`src/rtl/bkst_pkg.sv`:
```
`timescale 1ns / 1ps

package bkst_pkg;

    // Capacity of the set and the number of key bits that take part.
    localparam int MAX_ENTRIES = 32;
    localparam int KEY_BITS    = 64;

    // Fixed widths of the transfer fields.
    localparam int KEY_FIELD_W = 64;
    localparam int COUNT_OUT_W = 6;

    // Internal widths: an entry index, and a count that can reach the capacity.
    localparam int IDX_W = (MAX_ENTRIES > 1) ? $clog2(MAX_ENTRIES) : 1;
    localparam int CNT_W = $clog2(MAX_ENTRIES + 1);

    // Operation codes carried by an input item.
    typedef enum logic [1:0] {
        KIND_INSERT = 2'd0,
        KIND_DELETE = 2'd1,
        KIND_QUERY  = 2'd2,
        KIND_CLEAR  = 2'd3
    } t_kind;

    typedef struct packed {
        t_kind                  kind;
        logic [KEY_FIELD_W-1:0] key;
    } t_in_item;

    typedef struct packed {
        logic                   was_member;
        logic [COUNT_OUT_W-1:0] entry_count;
        logic                   is_full;
        logic                   is_empty;
        logic                   dropped;
    } t_out_item;

    // Controller states.
    typedef enum logic [1:0] {
        ST_IDLE,
        ST_SEARCH,
        ST_SHIFT,
        ST_FINISH
    } t_state;

    // Commands from the controller to the datapath.
    typedef struct packed {
        logic load;
        logic scan;
        logic shift;
        logic finish;
    } t_dp_cmd;

    // Status from the datapath to the controller.
    typedef struct packed {
        t_kind kind;
        logic  hit;
        logic  pipe_idle;
        logic  out_free;
    } t_dp_status;

endpackage

```
`src/rtl/bkst_ctrl.sv`:
```
`timescale 1ns / 1ps

module bkst_ctrl
    import bkst_pkg::*;
(
    input  logic       i_clk,
    input  logic       i_rst_n,
    input  logic       i_in_valid,
    input  t_kind      i_in_kind,
    input  t_dp_status i_status,
    output logic       o_in_stall,
    output t_dp_cmd    o_cmd
);

    t_state r_state;
    t_state n_state;

    // State register.
    always_ff @(posedge i_clk) begin
        if (!i_rst_n) begin
            r_state <= ST_IDLE;
        end else begin
            r_state <= n_state;
        end
    end

    // Next state and commands.
    always_comb begin
        n_state    = r_state;
        o_cmd      = '0;
        o_in_stall = 1'b1;
        case (r_state)
            ST_IDLE: begin
                o_in_stall = 1'b0;
                if (i_in_valid) begin
                    o_cmd.load = 1'b1;
                    n_state    = (i_in_kind == KIND_CLEAR) ? ST_FINISH : ST_SEARCH;
                end
            end
            ST_SEARCH: begin
                o_cmd.scan = 1'b1;
                if (i_status.hit) begin
                    n_state = (i_status.kind == KIND_DELETE) ? ST_SHIFT : ST_FINISH;
                end else if (i_status.pipe_idle) begin
                    n_state = ST_FINISH;
                end
            end
            ST_SHIFT: begin
                o_cmd.shift = 1'b1;
                if (i_status.pipe_idle) begin
                    n_state = ST_FINISH;
                end
            end
            ST_FINISH: begin
                if (i_status.out_free) begin
                    o_cmd.finish = 1'b1;
                    n_state      = ST_IDLE;
                end
            end
            default: begin
                n_state = ST_IDLE;
            end
        endcase
    end

endmodule

```
`src/rtl/bkst_dp.sv`:
```
`timescale 1ns / 1ps

module bkst_dp
    import bkst_pkg::*;
(
    input  logic       i_clk,
    input  logic       i_rst_n,
    input  t_in_item   i_in_data,
    input  t_dp_cmd    i_cmd,
    input  logic       i_out_stall,
    output t_dp_status o_status,
    output logic       o_out_valid,
    output t_out_item  o_out_data
);

    // Key store: one write and one registered read per cycle.
    logic [KEY_BITS-1:0] mem [MAX_ENTRIES];
    logic [KEY_BITS-1:0] r_rd_data;

    t_kind               r_kind;
    logic [KEY_BITS-1:0] r_key;
    logic                r_member;
    logic [CNT_W-1:0]    r_count;
    logic [CNT_W-1:0]    r_idx;
    logic [IDX_W-1:0]    r_cmp_idx;
    logic                r_cmp_vld;
    logic                r_out_vld;
    t_out_item           r_out;

    logic                issue;
    logic                hit;
    logic                full_now;
    logic                add_key;
    logic                wr_en;
    logic [IDX_W-1:0]    wr_addr;
    logic [KEY_BITS-1:0] wr_data;
    logic [CNT_W-1:0]    n_count;
    t_out_item           n_out;

    // Scan pipeline: a read is issued at r_idx, compared or moved in the next cycle.
    assign issue    = (r_idx < r_count);
    assign hit      = r_cmp_vld && (r_rd_data == r_key);
    assign full_now = (r_count == CNT_W'(MAX_ENTRIES));
    assign add_key  = (r_kind == KIND_INSERT) && !r_member && !full_now;

    assign o_status.kind      = r_kind;
    assign o_status.hit       = hit;
    assign o_status.pipe_idle = !issue && !r_cmp_vld;
    assign o_status.out_free  = !r_out_vld || !i_out_stall;

    // Memory write: compaction moves during a delete, the append at the end of an insert.
    always_comb begin
        wr_en   = 1'b0;
        wr_addr = r_cmp_idx - 1'b1;
        wr_data = r_rd_data;
        if (i_cmd.shift && r_cmp_vld) begin
            wr_en = 1'b1;
        end else if (i_cmd.finish && add_key) begin
            wr_en   = 1'b1;
            wr_addr = r_count[IDX_W-1:0];
            wr_data = r_key;
        end
    end

    always_ff @(posedge i_clk) begin
        if (wr_en) begin
            mem[wr_addr] <= wr_data;
        end
        r_rd_data <= mem[r_idx[IDX_W-1:0]];
    end

    // New count and the result item.
    always_comb begin
        n_count = r_count;
        case (r_kind)
            KIND_CLEAR: begin
                n_count = '0;
            end
            KIND_INSERT: begin
                if (add_key) begin
                    n_count = r_count + 1'b1;
                end
            end
            KIND_DELETE: begin
                if (r_member) begin
                    n_count = r_count - 1'b1;
                end
            end
            default: begin
                n_count = r_count;
            end
        endcase
        n_out.was_member  = r_member;
        n_out.entry_count = COUNT_OUT_W'(n_count);
        n_out.is_full     = (n_count == CNT_W'(MAX_ENTRIES));
        n_out.is_empty    = (n_count == '0);
        n_out.dropped     = (r_kind == KIND_INSERT) && !r_member && full_now;
    end

    // Operation registers and scan control.
    always_ff @(posedge i_clk) begin
        if (!i_rst_n) begin
            r_count   <= '0;
            r_cmp_vld <= 1'b0;
            r_idx     <= '0;
        end else begin
            if (i_cmd.load) begin
                r_idx     <= '0;
                r_cmp_vld <= 1'b0;
            end else if (i_cmd.scan && hit) begin
                // Compaction starts with the entry after the match.
                r_idx     <= CNT_W'(r_cmp_idx) + 1'b1;
                r_cmp_vld <= 1'b0;
            end else if (i_cmd.scan || i_cmd.shift) begin
                r_idx     <= r_idx + CNT_W'(issue);
                r_cmp_vld <= issue;
            end
            if (i_cmd.finish) begin
                r_count <= n_count;
            end
        end
    end

    always_ff @(posedge i_clk) begin
        if (i_cmd.load) begin
            r_kind   <= i_in_data.kind;
            r_key    <= i_in_data.key[KEY_BITS-1:0];
            r_member <= 1'b0;
        end else if (i_cmd.scan && hit) begin
            r_member <= 1'b1;
        end
        if ((i_cmd.scan || i_cmd.shift) && issue) begin
            r_cmp_idx <= r_idx[IDX_W-1:0];
        end
    end

    // Output register: holds a result until its transfer completes.
    always_ff @(posedge i_clk) begin
        if (!i_rst_n) begin
            r_out_vld <= 1'b0;
        end else if (i_cmd.finish) begin
            r_out_vld <= 1'b1;
        end else if (!i_out_stall) begin
            r_out_vld <= 1'b0;
        end
    end

    always_ff @(posedge i_clk) begin
        if (i_cmd.finish) begin
            r_out <= n_out;
        end
    end

    assign o_out_valid = r_out_vld;
    assign o_out_data  = r_out;

endmodule

```
`src/rtl/bounded_key_set_table_core.sv`:
```
`timescale 1ns / 1ps
// Channel   Direction  Handshake                Payload
// in        input      i_in_valid / o_in_stall  i_in_data  (t_in_item: kind, key)
// out       output     o_out_valid / i_out_stall o_out_data (t_out_item)
//
// A clear goes straight to the result; insert and query search the held entries,
// and a delete that finds its key also compacts the entries after it. Search
// and compaction walk one entry a cycle through the single read port of the key
// store. Reset empties the set at once; the key store needs no clearing pass.
// A finished result waits in the output register while the next item is taken;
// an item finishing while that register is still stalled waits for it.

module bounded_key_set_table_core
    import bkst_pkg::*;
(
    input  logic      i_clk,
    input  logic      i_rst_n,
    input  logic      i_in_valid,
    output logic      o_in_stall,
    input  t_in_item  i_in_data,
    output logic      o_out_valid,
    input  logic      i_out_stall,
    output t_out_item o_out_data
);

    t_dp_cmd    cmd;
    t_dp_status status;

    // Sequencing of search, compaction and result.
    bkst_ctrl u_ctrl (
        .i_clk      (i_clk),
        .i_rst_n    (i_rst_n),
        .i_in_valid (i_in_valid),
        .i_in_kind  (i_in_data.kind),
        .i_status   (status),
        .o_in_stall (o_in_stall),
        .o_cmd      (cmd)
    );

    // Key store, count and output register.
    bkst_dp u_dp (
        .i_clk       (i_clk),
        .i_rst_n     (i_rst_n),
        .i_in_data   (i_in_data),
        .i_cmd       (cmd),
        .i_out_stall (i_out_stall),
        .o_status    (status),
        .o_out_valid (o_out_valid),
        .o_out_data  (o_out_data)
    );

endmodule
```
`config.mk`:
```
export PLATFORM = sky130hd
export DESIGN_NAME = bounded_key_set_table_core
export DESIGN_NICKNAME = d
export VERILOG_FILES = /design/src/rtl/bkst_pkg.sv /design/src/rtl/bkst_ctrl.sv /design/src/rtl/bkst_dp.sv /design/src/rtl/bounded_key_set_table_core.sv
export SDC_FILE = /design/constraint.sdc
export NUM_CORES = 2
export LEC_CHECK = 0
export BUFFER_PORTS_ARGS = -buffer_cell sky130_fd_sc_hd__buf_2
export CORE_ASPECT_RATIO = 1.4
export CORE_MARGIN = 2
export CORE_UTILIZATION = 50
export DETAILED_ROUTE_END_ITERATION = 8
export PLACE_DENSITY = 0.74
export SLEW_MARGIN = 10
export SYNTH_ARGS = -nofsm -noshare
export SYNTH_HDL_FRONTEND = slang
export SYNTH_SLANG_ARGS = --single-unit
```
`constraint.sdc`:
```
create_clock -name i_clk -period 14.58 [get_ports i_clk]
set_input_delay 0.729 -clock i_clk [delete_from_list [all_inputs] [get_ports i_clk]]
set_output_delay 0.729 -clock i_clk [all_outputs]
set_load 0.005 [all_outputs]
```
**Word-level counts from Yosys, hierarchy flattened**

Memory sizes are Yosys's and may differ from the RTL's. A register that Yosys moved wholly into a read port is not among the register bits.
Index checks and enable logic that the tools add are counted.

- Register bits after elaboration: 98
- Memory bits (writable): 2,048
- Bits of input ports: 70
- Output and inout port bits: 12
- Logic and storage cells: 87
- Memories: 1

Memory list:

| memory | depth | width | read ports | clocked after Yosys merged registers in | write ports | line | text |
|---|---|---|---|---|---|---|---|
| u_dp.mem | 32 | 64 | 1 | 1 | 1 | bkst_dp.sv:17 | `logic [KEY_BITS-1:0] mem [MAX_ENTRIES];` |

- Add/sub/neg operators: 5
- Order comparisons: 1
- Eq/ne operators: 12
- Multiplexer cells: 29
- Bitwise gates (word level): 1
- Reduce and logical (&&, ||, !) cells: 24

Operators by type and width:

| cell | number |
|---|---|
| 2-to-1 mux 64 bit | 2 |
| == test 64 bit | 1 |
| 2-to-1 mux 6 bit | 4 |
| one-hot mux 6 bit (3 select lines) | 1 |
| 2-to-1 mux 1 bit | 14 |
| == test 6 bit (second input constant) | 2 |
| 2-to-1 mux 2 bit | 5 |
| 2-to-1 mux 5 bit | 2 |
| logical AND 1 bit | 9 |
| == test 2 bit (second input constant) | 4 |
| one-hot mux 2 bit (4 select lines) | 1 |
| adder 5 x 1 -> 6 bit (second input constant) | 1 |
| adder 6 x 1 -> 6 bit | 1 |
| adder 6 x 1 -> 6 bit (second input constant) | 1 |
| zero test 1 bit | 6 |
| zero test 6 bit | 1 |
| less-than comparator 6 bit | 1 |
| subtractor 6 x 1 -> 6 bit (second input constant) | 1 |
| subtractor 5 x 1 -> 5 bit (second input constant) | 1 |
| == test 2 x 1 -> 1 bit (second input constant) | 2 |
| zero test 2 bit | 2 |
| inequality test 2 bit (second input constant) | 2 |
| OR reduction 3 bit | 1 |
| logical OR 1 bit | 2 |
| 5 further kinds | 5 |

**Longest topological paths before layout**

- Depth in word-level cells: 9
- Mapped depth: 13
- Gate-level depth less buffers: 11

**Hierarchy**

Synthesis repeated with hierarchy kept, for this count alone.

- Cells, all modules: 3,623
- Area total of the unflattened synthesis: 84,466.0 um^2

By module, submodules not included:

| module | times used | cells an instance | area each (um^2) | sequential area each (um^2) |
|---|---|---|---|---|
| bkst_dp | 1 | 3,606 | 84,324.6 | 65,512.8 |
| bkst_ctrl | 1 | 17 | 141.4 | 40.0 |

**Least setup slack after synthesis**

No wires, ideal clock.

- Path type: reg-to-reg
- Start point: register u_ctrl.r_state[0]
- End point: memory u_dp.mem[19][10], enable pin
- Setup time: 0.487 ns
- Data arrival time: 4.871 ns
- Required time: 14.093 ns
- Setup slack: 9.222 ns
- Stages on the path, launching flop included: 9
- Buffers on the path: 0
- Clock period less this slack: 5.358 ns
- Path through: dfxtp_1 -> inv_1 -> ha_1 -> a211o_1 -> a2111oi_4 -> mux2i_1 -> and2_1 -> nand2_1 -> nor2_1

- Longest elaborated chain between the ends: 7
- Elaborated cells between the ends (all ways): 12
- Those cells by class: eq/ne (2); mux (8); reduce/logical (2)

Ends and longest elaborated chain:

| what | line | text |
|---|---|---|
| start, declared | bkst_ctrl.sv:15 | `t_state r_state;` |
| start signal, assigned | bkst_ctrl.sv:23 | `r_state <= n_state;` |
| == test 2 bit | bkst_ctrl.sv:32 | `case (r_state)` |
| 2-to-1 mux 1 bit | bkst_ctrl.sv:32 |  |
| logical AND 1 bit | bkst_dp.sv:58 | `end else if (i_cmd.finish && add_key) begin` |
| 2-to-1 mux 1 bit | bkst_dp.sv:58 |  |
| 2-to-1 mux 1 bit | bkst_dp.sv:56 | `if (i_cmd.shift && r_cmp_vld) begin` |
| 2-to-1 mux 1 bit | bkst_dp.sv:66 | `if (wr_en) begin` |
| 2-to-1 mux 1 bit (not written as such) | bkst_dp.sv:67 | `mem[wr_addr] <= wr_data;` |
| end, declared | bkst_dp.sv:17 |  |

Several ways; a longest one is shown, not always the timed one.

**Final worst setup path**

- Start point: register u_ctrl.r_state[0]
- End point: memory u_dp.mem[14][60], enable pin

Same word-level chain as after synthesis.

==> metrics.txt <==
status complete, no violations; CP Max Fanout 46; Yosys reg bits 2210; Yosys cell types 60; skew final 0.03333 ns; Req. time, crit path 15.04 ns; worst vdd ir 0.1447 mV; Comb power frac 15.5%; Routed Antenna Nets 0; Slew Limit Fails 0; Detailed Route WL 200800 um; met2 usage 38.26%; cts hold-fix bufs 1; Final Hold Fails 0; Area Growth Syn to Fin 11.69%; Initial DRC Count 5048; 1st-pass router iterations 6; Layout fillers 11720; Total GRT Usage 23.49%; Synth top cells by count edfxtp_1, mux4_2, mux2_2; Post-Syn Area 84620 um2; Post-DP Area 88110 um2; startpoint types register; htree depth 4; Arrival @ worst endpoint 6.37 ns; Max-cap violations 0; sequential area share after synthesis 77.47%; clock tree from TritonCTS built; chip height 490.8 um; Die W 351.7 um; most area-consuming cells after synthesis edfxtp_1, mux4_2, dfxtp_1, mux2_2, xor2_1; cts bufs inserted 197; vias per cell 6.339; vias in the first global route 39720; minimum clock period 5.908 ns; count leader, synth edfxtp_1; FP Rows 178; layout cell share with drive strength beyond 1 32.65%; CTS root buf clkbuf_16; core area 168100 um2; first-pass GRT wire length 286400 um; Worst-path clk slew 0.07 ns; die area 172600 um2; Routed WL per cell 32.61 um; Peak Freq 169.3 MHz; critical path endpoint category register; Cells after Synth 3540; cts repair resizes 0; clock latency on the worst-skew pair 0.85 ns; Hold Path Class primary input to register; asr flop ratio synth 0%; final instance area 94510 um2; Slew headroom 11.07%; CTS sink cnt 2210; Synth Flop Type edfxtp_1; switch share 25.34%; Mean Syn Cell Area 23.90 um2; PortBufs 81; global route hottest layer met2; met3 usage 4.638%; fin crit share 40.52%; starting density of the core 50.32%; TNS Setup 0 ns; # nets final 3825; Vias 39030; Post-CTS Setup Bufs 0; Synth top area share 75.55%; total gr overflow 0; Syn Nets 3627; leading area contributor after synthesis edfxtp_1; Setup CP Type register to register; Int Power 11.38 mW; Synthesis Warnings 0; total power 15.24 mW; Psw 3.864 mW; Clock Power Share 33.8%; GP Congestion 0.8284; post-detail-place hpwl 107300 um; num ports 82; CTS max path bufs 3; largest net degree at the start of global routing 134; global-route track usage on met1 32.51%; Setup violations, final 0; RSZ-0062 raised after global routing no; PwrDens 161.3 nW/um2; Post-synth EDFFs 2129; Leak 28.46 nW; Worst Max-Slew Pin Slew 1.331 ns; initial antenna violation count 4; sequential share of power 50.8%; Residual DRC 0
[cells in the final DEF, fill, tap and decap left out, types with 4 or more instances in the layout]
| cell type | instances |
|---|---|
| edfxtp_1 | 2129 |
| mux4_2 | 640 |
| clkbuf_16 | 198 |
| mux2_2 | 124 |
| buf_4 | 85 |
| buf_2 | 81 |
| dfxtp_1 | 76 |
| nand2_1 | 55 |
| xor2_1 | 48 |
| clkinv_1 | 39 |
| clkinv_2 | 37 |
| clkbuf_1 | 36 |
| nor2_4 | 32 |
| inv_1 | 29 |
| nor4_1 | 21 |
| nor2_1 | 19 |
| nor2b_1 | 19 |
| ha_1 | 17 |
| bufinv_16 | 17 |
| nand2b_1 | 12 |
| inv_6 | 12 |
| clkbuf_8 | 12 |
| a21oi_1 | 11 |
| mux2i_1 | 11 |
| nand3_1 | 11 |
| nor3_1 | 11 |
| clkinvlp_4 | 8 |
| o21ai_1 | 7 |
| o22ai_1 | 6 |
| xnor2_1 | 6 |
| nand4_1 | 6 |
| o211a_1 | 6 |
| buf_12 | 6 |
| a2111oi_0 | 5 |
| o21ai_0 | 5 |
| dfxtp_4 | 5 |
| clkinv_4 | 4 |
[state kept, by name, summed over array words and instances (netlist names), 5 cells and up]
register	cells
u_dp.r_count	6
u_dp.r_key	64
u_dp.mem	2048
u_dp.r_idx	6
u_dp.o_out_data	10
u_dp.r_cmp_idx	5
u_dp.r_rd_data	64
[routing by layer]
layer,wire length (um),vias to the layer above
li1,-,15540
met1,75810,20980
met2,100400,2190
met3,18930,318
met4,5643,0
met5,0,-
[cell type report]
class	instances	area, um2	area share, %
flip-flops and latches	2210	65570	69.38
multi-input cells	1125	18470	19.54
clock buffers	246	5255	5.560
well taps	2250	2815	2.979
repair buffers	173	1174	1.242
clock inverters	120	1107	1.172
inverters	31	118.9	0.1258
diodes	2	5.005	0.005295
[kinds of logic (layout without fill, tap and decap cells)]
kind of cell | count (synthesis) | in the layout | synth area share (%)
simple gates | 203 | 203 | 1.202
buf+inv | 205 | 570 | 1.020
xor+xnor | 54 | 54 | 0.5589
mux | 776 | 776 | 18.83
flops | 2210 | 2210 | 77.47
fa+ha+maj | 17 | 17 | 0.2514
other cells | 0 | 2 | 0
compound gates | 75 | 75 | 0.6728
[power by group through the flow]
stage / Sequential (mW) / Combinational [mW] / Clock, mW
2_1_floorplan: 7.73 / 1.70 / 0
3_3_place_gp: 7.87 / 2.30 / 0
3_5_place_dp: 7.87 / 2.36 / 0
4_1_cts: 7.74 / 2.38 / 5.22
5_1_grt: 7.75 / 2.51 / 5.44
6_report: 7.74 / 2.36 / 5.15
[worst max-delay path, stage by stage, from the launching register on]
cell and delay [ns]:
dfxtp_1 0.38, inv_1 0.12, ha_1 0.31, a211o_1 0.35
a2111oi_4 0.28, buf_4 0.52, buf_4 0.73, mux2i_1 0.32
nor2_1 0.20, nand2_1 0.25, nor2_4 1.06, buf_4 0.78
[path summary, 6_finish.rpt]
path | from | endpoint | slack, ns | cells after the start
max | u_ctrl.r_state[0] | u_dp.mem[14][60] | 8.67 | 11
min | i_in_data[4] | u_dp.r_key[4] | 0.06 | 1
max reg2reg | u_ctrl.r_state[0] | u_dp.mem[14][60] | 8.67 | 11
min reg2reg | u_dp.o_out_valid | u_dp.o_out_valid | 0.55 | 2
[metrics by stage]
step	hold WS, ns	util, %	setup WS, ns	cells
after detailed placement	0.5587	52.40	8.799	5787
final	0.05637	56.21	8.672	6157
after global routing	0.01088	56.21	8.546	6156
after global placement	0.5447	52.39	8.865	5786
after floorplan	0.4029	-	9.222	3540
after CTS	0.003830	56.19	8.765	6154
(Power assumes the default switching activity.)
